File: config.mk
export PLATFORM = sky130hd
export DESIGN_NAME = mru_replacement_cache_set
export DESIGN_NICKNAME = d
export VERILOG_FILES = /design/src/rtl/core/mrc_pkg.sv /design/src/rtl/core/mrc_store.sv /design/src/rtl/core/mrc_ctrl.sv /design/src/rtl/core/mru_replacement_cache_set.sv
export SDC_FILE = /design/constraint.sdc
export NUM_CORES = 1
export LEC_CHECK = 0
export BUFFER_PORTS_ARGS = -buffer_cell sky130_fd_sc_hd__buf_2
export CAP_MARGIN = 0
export CORE_ASPECT_RATIO = 0.5
export CORE_MARGIN = 1
export CORE_UTILIZATION = 50
export CTS_CLUSTER_DIAMETER = 80
export DETAILED_ROUTE_END_ITERATION = 8
export GPL_TIMING_DRIVEN = 0
export HOLD_SLACK_MARGIN = 0.15
export PLACE_DENSITY = 0.66
export SLEW_MARGIN = 25
export SYNTH_ARGS = -nofsm -noshare
export SYNTH_HDL_FRONTEND = slang
export SYNTH_SLANG_ARGS = --single-unit
File: constraint.sdc
create_clock -name clk -period 9.95 [get_ports clk]
set_clock_uncertainty 0.15 [all_clocks]
set_input_delay 1.99 -clock clk [delete_from_list [all_inputs] [get_ports clk]]
set_output_delay 1.99 -clock clk [all_outputs]
set_load 0.005 [all_outputs]
File: src/rtl/core/mrc_pkg.sv
// Package for the MRU replacement cache set: sizes, transaction payload types,
// sequencer states and the storage command struct.
// No dependencies.
`default_nettype none

package mrc_pkg;

    localparam int WAYS       = 16;
    localparam int IDX_BITS   = 4;
    localparam int CNT_BITS   = 5;
    localparam int CAP_BITS   = 5;
    localparam int KEY_BITS   = 32;
    localparam int VALUE_BITS = 32;

    localparam logic [CAP_BITS-1:0] CAP_RESET = CAP_BITS'(16);

    typedef logic [IDX_BITS-1:0]   mrc_idx_t;
    typedef logic [CNT_BITS-1:0]   mrc_cnt_t;
    typedef logic [KEY_BITS-1:0]   mrc_key_t;
    typedef logic [VALUE_BITS-1:0] mrc_value_t;

    localparam logic MODE_READ  = 1'b0;
    localparam logic MODE_WRITE = 1'b1;

    typedef struct packed {
        logic       mode;
        mrc_key_t   key;
        mrc_value_t write_value;
    } mrc_req_t;

    typedef struct packed {
        logic       hit;
        mrc_value_t read_value;
        logic       evicted;
    } mrc_rsp_t;

    typedef struct packed {
        mrc_idx_t   rd_addr;
        logic       wr_en;
        mrc_idx_t   wr_addr;
        mrc_key_t   wr_key;
        mrc_value_t wr_value;
    } mrc_store_cmd_t;

    typedef enum logic [1:0] {
        ST_IDLE,
        ST_READ,
        ST_CMP,
        ST_DONE
    } mrc_state_t;

endpackage

`default_nettype wire

File: src/rtl/core/mrc_store.sv
// Key and value storage for the cache set: one write port, one registered read port.
// Depends on mrc_pkg.
`default_nettype none

module mrc_store
    import mrc_pkg::*;
(
    input  wire logic           clk,
    input  wire mrc_store_cmd_t cmd,
    output mrc_key_t            rd_key,
    output mrc_value_t          rd_value
);

    mrc_key_t   key_mem   [WAYS];
    mrc_value_t value_mem [WAYS];
    mrc_key_t   rd_key_reg;
    mrc_value_t rd_value_reg;

    always_ff @(posedge clk)
    begin
        if (cmd.wr_en)
        begin
            key_mem[cmd.wr_addr]   <= cmd.wr_key;
            value_mem[cmd.wr_addr] <= cmd.wr_value;
        end
        rd_key_reg   <= key_mem[cmd.rd_addr];
        rd_value_reg <= value_mem[cmd.rd_addr];
    end

    assign rd_key   = rd_key_reg;
    assign rd_value = rd_value_reg;

endmodule

`default_nettype wire

File: src/rtl/core/mrc_ctrl.sv
// Sequencer of the cache set: scans the entries through one key comparator,
// then updates valid bits, occupancy and the most recent pointer.
// Depends on mrc_pkg.
`default_nettype none

module mrc_ctrl
    import mrc_pkg::*;
(
    input  wire logic           clk,
    input  wire logic           rst_n,
    input  wire logic           req_valid,
    input  wire mrc_req_t       req_data,
    output logic                req_stall,
    input  wire logic [CAP_BITS-1:0] eff_capacity,
    input  wire logic           rsp_busy,
    output logic                rsp_load,
    output mrc_rsp_t            rsp_result,
    output mrc_store_cmd_t      store_cmd,
    input  wire mrc_key_t       rd_key,
    input  wire mrc_value_t     rd_value
);

    mrc_state_t         state_reg,      state_next;
    mrc_req_t           item_reg,       item_next;
    mrc_idx_t           idx_reg,        idx_next;
    logic               found_reg,      found_next;
    mrc_idx_t           found_idx_reg,  found_idx_next;
    mrc_value_t         hit_value_reg,  hit_value_next;
    logic               free_found_reg, free_found_next;
    mrc_idx_t           free_idx_reg,   free_idx_next;
    logic [WAYS-1:0]    valid_reg,      valid_next;
    mrc_cnt_t           occ_reg,        occ_next;
    mrc_idx_t           mru_reg,        mru_next;

    logic               match;
    mrc_idx_t           slot;

    always_ff @(posedge clk or negedge rst_n)
    begin
        if (!rst_n)
        begin
            state_reg      <= ST_IDLE;
            valid_reg      <= '0;
            occ_reg        <= '0;
            mru_reg        <= '0;
            idx_reg        <= '0;
            found_reg      <= 1'b0;
            free_found_reg <= 1'b0;
        end
        else
        begin
            state_reg      <= state_next;
            valid_reg      <= valid_next;
            occ_reg        <= occ_next;
            mru_reg        <= mru_next;
            idx_reg        <= idx_next;
            found_reg      <= found_next;
            free_found_reg <= free_found_next;
        end
    end

    always_ff @(posedge clk)
    begin
        item_reg      <= item_next;
        found_idx_reg <= found_idx_next;
        hit_value_reg <= hit_value_next;
        free_idx_reg  <= free_idx_next;
    end

    assign match = valid_reg[idx_reg] && (rd_key == item_reg.key);

    always_comb
    begin
        state_next      = state_reg;
        item_next       = item_reg;
        idx_next        = idx_reg;
        found_next      = found_reg;
        found_idx_next  = found_idx_reg;
        hit_value_next  = hit_value_reg;
        free_found_next = free_found_reg;
        free_idx_next   = free_idx_reg;
        valid_next      = valid_reg;
        occ_next        = occ_reg;
        mru_next        = mru_reg;
        slot            = mru_reg;
        req_stall       = 1'b1;
        rsp_load        = 1'b0;
        rsp_result      = '0;
        store_cmd.rd_addr  = idx_reg;
        store_cmd.wr_en    = 1'b0;
        store_cmd.wr_addr  = found_idx_reg;
        store_cmd.wr_key   = item_reg.key;
        store_cmd.wr_value = item_reg.write_value;

        case (state_reg)
            ST_IDLE:
            begin
                req_stall = 1'b0;
                if (req_valid)
                begin
                    item_next       = req_data;
                    idx_next        = '0;
                    found_next      = 1'b0;
                    free_found_next = 1'b0;
                    state_next      = ST_READ;
                end
            end
            ST_READ:
            begin
                state_next = ST_CMP;
            end
            ST_CMP:
            begin
                if (match)
                begin
                    found_next     = 1'b1;
                    found_idx_next = idx_reg;
                    hit_value_next = rd_value;
                    state_next     = ST_DONE;
                end
                else
                begin
                    if (!valid_reg[idx_reg] && !free_found_reg)
                    begin
                        free_found_next = 1'b1;
                        free_idx_next   = idx_reg;
                    end
                    if (idx_reg == IDX_BITS'(WAYS - 1))
                    begin
                        state_next = ST_DONE;
                    end
                    else
                    begin
                        idx_next   = idx_reg + 1'b1;
                        state_next = ST_READ;
                    end
                end
            end
            ST_DONE:
            begin
                if (!rsp_busy)
                begin
                    rsp_load       = 1'b1;
                    rsp_result.hit = found_reg;
                    state_next     = ST_IDLE;
                    if (item_reg.mode == MODE_READ)
                    begin
                        if (found_reg)
                        begin
                            rsp_result.read_value = hit_value_reg;
                            mru_next              = found_idx_reg;
                        end
                    end
                    else if (found_reg)
                    begin
                        store_cmd.wr_en = 1'b1;
                        mru_next        = found_idx_reg;
                    end
                    else
                    begin
                        if (occ_reg < CNT_BITS'(eff_capacity))
                        begin
                            slot             = free_idx_reg;
                            valid_next[slot] = 1'b1;
                            occ_next         = occ_reg + 1'b1;
                        end
                        else
                        begin
                            rsp_result.evicted = 1'b1;
                        end
                        store_cmd.wr_en   = 1'b1;
                        store_cmd.wr_addr = slot;
                        mru_next          = slot;
                    end
                end
            end
            default:
            begin
                state_next = ST_IDLE;
            end
        endcase
    end

endmodule

`default_nettype wire

File: src/rtl/core/mru_replacement_cache_set.sv
// Top level of the MRU replacement cache set: capacity register, output register,
// sequencer and storage. Depends on mrc_pkg, mrc_store and mrc_ctrl.
//
// Usage:
//   req channel (req_valid, req_stall, req_data): one access, read or write, per
//   transaction. req_stall is high while an access is in progress.
//   rsp channel (rsp_valid, rsp_stall, rsp_data): exactly one result per access.
//   cfg channel (cfg_valid, cfg_ready, cfg_data): writes the capacity register;
//   always ready, to be written only while the block is idle.
// Scan:
//   The entries are scanned in order through a single key comparator behind a
//   registered storage read port, each entry through a read state and a compare
//   state. An access that hits entry k stops the scan there; a miss scans all
//   sixteen entries. The next access is accepted the cycle after the result is
//   loaded, so no new access is taken while one is still in progress.
// Reset: all entries invalid, occupancy and most recent pointer zero, capacity 16.
// Stall: a result held in the output register waits for the receiver; a new
// access may still be accepted and scanned, and waits to load its result.
`default_nettype none

module mru_replacement_cache_set
    import mrc_pkg::*;
(
    input  wire logic                clk,
    input  wire logic                rst_n,
    input  wire logic                req_valid,
    output logic                     req_stall,
    input  wire mrc_req_t            req_data,
    output logic                     rsp_valid,
    input  wire logic                rsp_stall,
    output mrc_rsp_t                 rsp_data,
    input  wire logic                cfg_valid,
    output logic                     cfg_ready,
    input  wire logic [CAP_BITS-1:0] cfg_data
);

    logic [CAP_BITS-1:0] cap_reg,       cap_next;
    logic                rsp_valid_reg, rsp_valid_next;
    mrc_rsp_t            rsp_data_reg,  rsp_data_next;

    logic [CAP_BITS-1:0] eff_capacity;
    logic                rsp_busy;
    logic                rsp_load;
    mrc_rsp_t            rsp_result;
    mrc_store_cmd_t      store_cmd;
    mrc_key_t            rd_key;
    mrc_value_t          rd_value;

    always_ff @(posedge clk or negedge rst_n)
    begin
        if (!rst_n)
        begin
            cap_reg       <= CAP_RESET;
            rsp_valid_reg <= 1'b0;
        end
        else
        begin
            cap_reg       <= cap_next;
            rsp_valid_reg <= rsp_valid_next;
        end
    end

    always_ff @(posedge clk)
    begin
        rsp_data_reg <= rsp_data_next;
    end

    always_comb
    begin
        cap_next       = cap_reg;
        rsp_valid_next = rsp_valid_reg;
        rsp_data_next  = rsp_data_reg;
        if (cfg_valid && cfg_ready)
        begin
            cap_next = cfg_data;
        end
        if (rsp_load)
        begin
            rsp_valid_next = 1'b1;
            rsp_data_next  = rsp_result;
        end
        else if (rsp_valid_reg && !rsp_stall)
        begin
            rsp_valid_next = 1'b0;
        end
    end

    always_comb
    begin
        if (cap_reg == '0)
        begin
            eff_capacity = CAP_BITS'(1);
        end
        else if (cap_reg > CAP_BITS'(WAYS))
        begin
            eff_capacity = CAP_BITS'(WAYS);
        end
        else
        begin
            eff_capacity = cap_reg;
        end
    end

    assign rsp_busy  = rsp_valid_reg && rsp_stall;
    assign rsp_valid = rsp_valid_reg;
    assign rsp_data  = rsp_data_reg;
    assign cfg_ready = 1'b1;

    mrc_ctrl u_ctrl (
        .clk          (clk),
        .rst_n        (rst_n),
        .req_valid    (req_valid),
        .req_data     (req_data),
        .req_stall    (req_stall),
        .eff_capacity (eff_capacity),
        .rsp_busy     (rsp_busy),
        .rsp_load     (rsp_load),
        .rsp_result   (rsp_result),
        .store_cmd    (store_cmd),
        .rd_key       (rd_key),
        .rd_value     (rd_value)
    );

    mrc_store u_store (
        .clk      (clk),
        .cmd      (store_cmd),
        .rd_key   (rd_key),
        .rd_value (rd_value)
    );

endmodule

`default_nettype wire
# After elaboration in Yosys (flattened, before gate mapping)
# Memories as Yosys holds them, arrays and structs flattened. A register that Yosys moved wholly into a read port is not among the register bits.
# Cells that the tools add are included.
[totals]
inputBits = 75
mem_count = 2
word_cells = 105
output_inout_bits = 37
mem_bits_rw = 1024
register_bits = 178
[mem_list]
columns = ["name", "words", "width", "read_ports", "rd_clocked_by_memory_dff", "wr", "line", "text"]
rows = [
  ["u_store.key_mem", 16, 32, 1, 1, 1, "mrc_store.sv:14", "mrc_key_t key_mem [WAYS];"],
  ["u_store.value_mem", 16, 32, 1, 1, 1, "mrc_store.sv:15", "mrc_value_t value_mem [WAYS];"],
]
[classes]
n_mux = 36
bitwise_logic = 6
n_eq_ne = 11
reduce_logical = 25
magnitude_cmp = 5
n_addsub = 2
[ops]
columns = ["op", "n"]
rows = [
  ["== test 32 bit", 1],
  ["2-to-1 mux 4 bit", 7],
  ["2-to-1 mux 5 bit", 5],
  ["OR 16 bit", 1],
  ["2-to-1 mux 1 bit", 14],
  ["< comparator 4 x 5 -> 1 bit, second input constant", 2],
  ["AND reduction 3 bit", 3],
  ["2-to-1 mux 2 bit", 4],
  ["!= test 2 bit, second input constant", 4],
  ["case mux 2 bit (4 select lines)", 1],
  ["case mux 4 bit (2 select lines)", 1],
  ["AND reduction 4 bit", 2],
  ["OR reduction 4 bit", 2],
  ["AND reduction 2 bit", 3],
  ["nonzero test 2 bit", 3],
  ["adder 5 x 1 -> 5 bit, second input constant", 1],
  ["greater-than comparator 5 bit, second input constant", 1],
  ["logical AND 1 bit", 5],
  ["zero test 5 bit", 1],
  ["< comparator 5 bit", 1],
  ["inverter 1 bit", 5],
  ["AND reduction 5 bit", 1],
  ["adder 4 x 1 -> 4 bit, second input constant", 1],
  ["binary-select mux 1 bit (select 4 bit)", 1],
  ["10 further kinds", 15],
]

# Logic depth before layout (Yosys ltp)
[logic_depth]
depth_word = 11
mapped_depth = 9
depth_no_buf = 9

# Modules after synthesis
# From an unflattened synthesis, not the netlist that was laid out.
[hier_totals]
hier_cells = 2122
hier_area_um2 = 46841.2
[modules_own_cells]
columns = ["mod", "cells_per_inst", "seq_area_each_um2", "n_inst", "area_each_um2"]
rows = [
  ["mrc_store", 1647, 32030.7, 1, 39557.9],
  ["mrc_ctrl", 418, 3978.8, 1, 5995.8],
  ["mru_replacement_cache_set", 57, 1172.4, 1, 1287.5],
]

# Worst setup path after synthesis
# No wires, ideal clock.
[synth_timing]
kind = "input port to flip-flop"
from = "in rsp_stall"
to = "mem u_store.key_mem[0][0] (netlist bit) (enable)"
setup_time_ns = 0.565
slack_ns = 1.781
arrival_ns = 7.454
required_ns = 9.235
stages = 6
n_path_buf = 0
path_cell_list = "a21boi_4 nand3_4 a2111oi_4 a221oi_2 nand2b_4 nor3_1"
[synth_between]
elab_chain_cells = 5
[synth_rtl]
columns = ["element", "line", "text"]
rows = [
  ["start: declaration", "mru_replacement_cache_set.sv:30", "input wire logic rsp_stall,"],
  ["logical AND 1 bit *", "mru_replacement_cache_set.sv:104", "assign rsp_busy = rsp_valid_reg && rsp_stall;"],
  ["2-to-1 mux 5 bit *", "mrc_ctrl.sv:141", "if (!rsp_busy)"],
  ["2-to-1 mux 5 bit *", "mrc_ctrl.sv:95", "case (state_reg)"],
  ["2-to-1 mux 1 bit", "mrc_store.sv:21", "if (cmd.wr_en)"],
  ["2-to-1 mux 1 bit (not written as such)", "mrc_store.sv:23", "key_mem[cmd.wr_addr] <= cmd.wr_key;"],
  ["end: declaration", "mrc_store.sv:14", ""],
]
# Mark *: on every way between the ends. The rest lies on a longest branch, timed or not.

# Final worst setup path
[layout_timing]
from = "in rsp_stall"
to = "mem u_store.key_mem[8][1] (netlist bit) (enable)"
# Same word-level chain as after synthesis.

==> summary.md <==
| Metric | Value |
|---|---|
| RSZ-0062 raised after global routing | false |
| Synthesis Warnings | 0 |
| Layout cells sized above 1 | 24.2% |
| Largest net degree at the start of global routing | 42 |
| Post-synthesis simple-gate area fraction | under 10% |
| Avg Cell Area, Syn | 19.6 um2 |
| Register Area | 37200 um2 |
| Fin util | between 50% and 60% |
| Complex-gate fraction of the synthesized area | around 5.3% |
| Element type at the critical path end | flop |
| Number of synthesized register bits | 1266 |
| Total global-route track usage | 23.4% |
| Synthesis-to-finish area growth | 16.4% |
| Worst-path clk slew | 0.07 ns |
| Filler cells | approximately 6600 |
| Initial antenna violation count | 3 |
| Largest family of logic cells by synthesized area | multiplexers |
| Worst path arrival time | 5.08 ns |
| Post-route antenna net violation count | 0 |
| WS Path Type | primary input to flop |
| Global-route wire length before repair | 162 mm |
| CTS H-Tree Depth | 3 |
| CTS tree | done |
| Netlist Area Pre-Place | 47300 um2 |
| Max clock buf depth | 3 |
| Status | finished, violations left |
| Layout Nets | approximately 2800 |
| Initial DRC Count | around 3000 |
| Detail Placement HPWL | 74.4 mm |
| P_leak | 18.5 nW |
| Adder-cell area share of the yosys netlist | 0.159% |
| Clock Sinks | 1266 |
| Post-CTS setup buffer count | 0 |
| Drt first pass iters | 7 |
| Post-Syn Nets | around 2500 |
| Worst-Margin Slew | 1.06 ns |
| Residual DRC | 8 |
| Vias in the first global route | 23930 |
| Register area share after synthesis | 78.5% |
| FMAX | around 0.21 GHz |
| EDFF count, synth | 1163 |
| Core area | 93400 um2 |
| Total Wirelength | 112 mm |
| Via count | 24219 |
| Critical Path Source Type | primary input |
| Routed len/inst | approximately 27 um |
| Grt total ovfl | 0 |
| Netlist cell types | 61 |
| Final period util | between 40% and 50% |
| Final Hold Fails | 0 |
| PD cells | 254 nW/um2 |
| Mapped Cells | 2411 |
| Io pins | 112 |
| Max VDD drop | 0.161 mV |
| Core Rows | 79 |
| Die area | 96000 um2 |
| Hold_buf cts | 0 |
| Synth Area in XOR/XNOR | 0.666% |
| Ys flop type | edfxtp_1 |
| Multi-input logic area | 9660 um2 |
| CP max FO | 9 |
| Final min period | 4.83 ns |
| Post-CTS Resized | 0 |
| Reg2reg setup slack | about 5.7 ns |
| IO buf count | 110 |
| Fin. max-slew vios | 0 |
| Ys async rst share | 3.08% |
| Root Driver | clkbuf_16 |
| Die span in x | 437 um |
| Clock Latency Late Sink | 0.70 ns |
| Total CTS buffers | 107 |
| Violations in the final reports | DRC |
| Tot Pwr | 14.0 mW |
| Mux share of post-synthesis cell area | 12.0% |
| Gpl congestion | 0.805 |
| Initial core utilization | 50.7% |
| Max-cap violations | 0 |
| Vias per std cell | 5.94 |
| Hold WC Path Type | flop to flop |
| Required time worst endpoint | 10.20 ns |
| Slew HR | 29.2% |
| Setup violators final | 0 |
| Die height | 220 um |
==> Yosys cell counts, types with 4 or more instances <==
master    instances  area [um2]
mux2_2           68         766
and2_1           33         206
a21o_1            8        60.1
clkbuf_1         65         244
nand4_1          10        62.6
a22oi_1          67         503
a221oi_1         64         561
ha_1              6        75.1
nor2b_1           4        25.0
a31o_2            7        61.3
o22ai_1           5        31.3
a41o_1            5        50.1
and3_1            4        25.0
a21oi_1          69         345
mux4_2          132        2970
dfrtp_1          38         951
mux2i_1         195        1950
buf_2            41         205
nand2b_1          4        25.0
nor2_1           20        75.1
edfxtp_1       1163       34900
nand3_1           7        35.0
inv_1            16        60.1
o21ai_0         135         676
xnor2_1          35         307
nand2_1          88         330
buf_4            11        82.6
nor3_1           10        50.1
dfxtp_1          64        1280
==> cell type report <==
cell class	count	area share, %
antenna	1	0.00454
buffer	121	1.01
clock buffer	142	5.45
clock inverter	62	1.32
inverter	16	0.123
multi-input combinational	1008	17.5
sequential	1266	67.5
tap	1255	2.85
timing repair buffer	208	4.19
==> worst max-delay path: stages <==
cell and delay, ns:
buf_2 0.15, a21boi_4 0.27, nand3_4 0.14, a2111oi_4 0.67, a221oi_2 0.15, nand2b_4 0.22
nor3_2 0.56, buf_6 0.23, buf_4 0.21, buf_4 0.24, buf_4 0.21
==> path summary, 6_finish.rpt <==
check,startpoint,end,cells past startpoint
min in group asynchronous,rst_n,cap_reg[3],1
worst min register to register,u_store.rd_value[10],u_ctrl.hit_value_reg[10],0
worst max-delay path,rsp_stall,u_store.key_mem[8][1],11
worst min-delay path,u_store.rd_value[10],u_ctrl.hit_value_reg[10],0
worst max register to register,cap_reg[4],u_store.key_mem[7][1],11
max in group asynchronous,rst_n,u_ctrl.occ_reg[0],1
==> power breakdown <==
part           internal [mW]  leakage [nW]  switching, mW
sequential              6.17          11.5          0.211
combinational           1.28          5.20           1.92
clock                   2.52          1.83           1.91
total                   9.97          18.5           4.03
==> cells in the final DEF (no fill, tap or decap), types with 50 or more instances in the layout <==
cell type,Yosys,final
buf_4,11,50
a21oi_1,69,68
mux4_2,132,132
nand2_1,88,88
clkbuf_1,65,82
dfxtp_1,64,64
mux2_2,68,68
a22oi_1,67,67
edfxtp_1,1163,1163
mux2i_1,195,195
clkbuf_16,0,109
a221oi_1,64,64
o21ai_0,135,133
buf_2,41,151
==> metrics by stage <==
stage	setup WS, ns	hold WS (ns)	TNS (ns)	cell area [um2]	std cells
after floorplan	1.78	0.236	0	47300	2411
after global placement	-4.74	0.237	-1255.66	49500	3776
after detailed placement	4.41	0.239	0	51300	3874
after CTS	5.17	0.254	0	55100	4078
after global routing	4.98	0.256	0	55100	4078
final	5.12	0.253	0	55100	4079
==> kinds of logic (layout without fill, tap and decap cells) <==
family,Yosys count,after routing
DFF,1266,1266
adders and majority gates,6,6
other,1,2
AOI/OAI and AO/OA,379,379
and+or+nand+nor,191,191
xor gates and xnor gates,36,36
buffers and inverters,137,549
muxes,395,395
==> per-layer routing <==
metal	part of all wire, %	GRT usage, %	vias up	wire, um
met5	0	0	-	0
li1	-	-	10441	-
met4	1.6	4.71	0	1790
met2	44	34.7	1023	49600
met3	8.9	5.74	135	9930
met1	45	35.3	12620	50500
(Power assumes the default switching activity.)
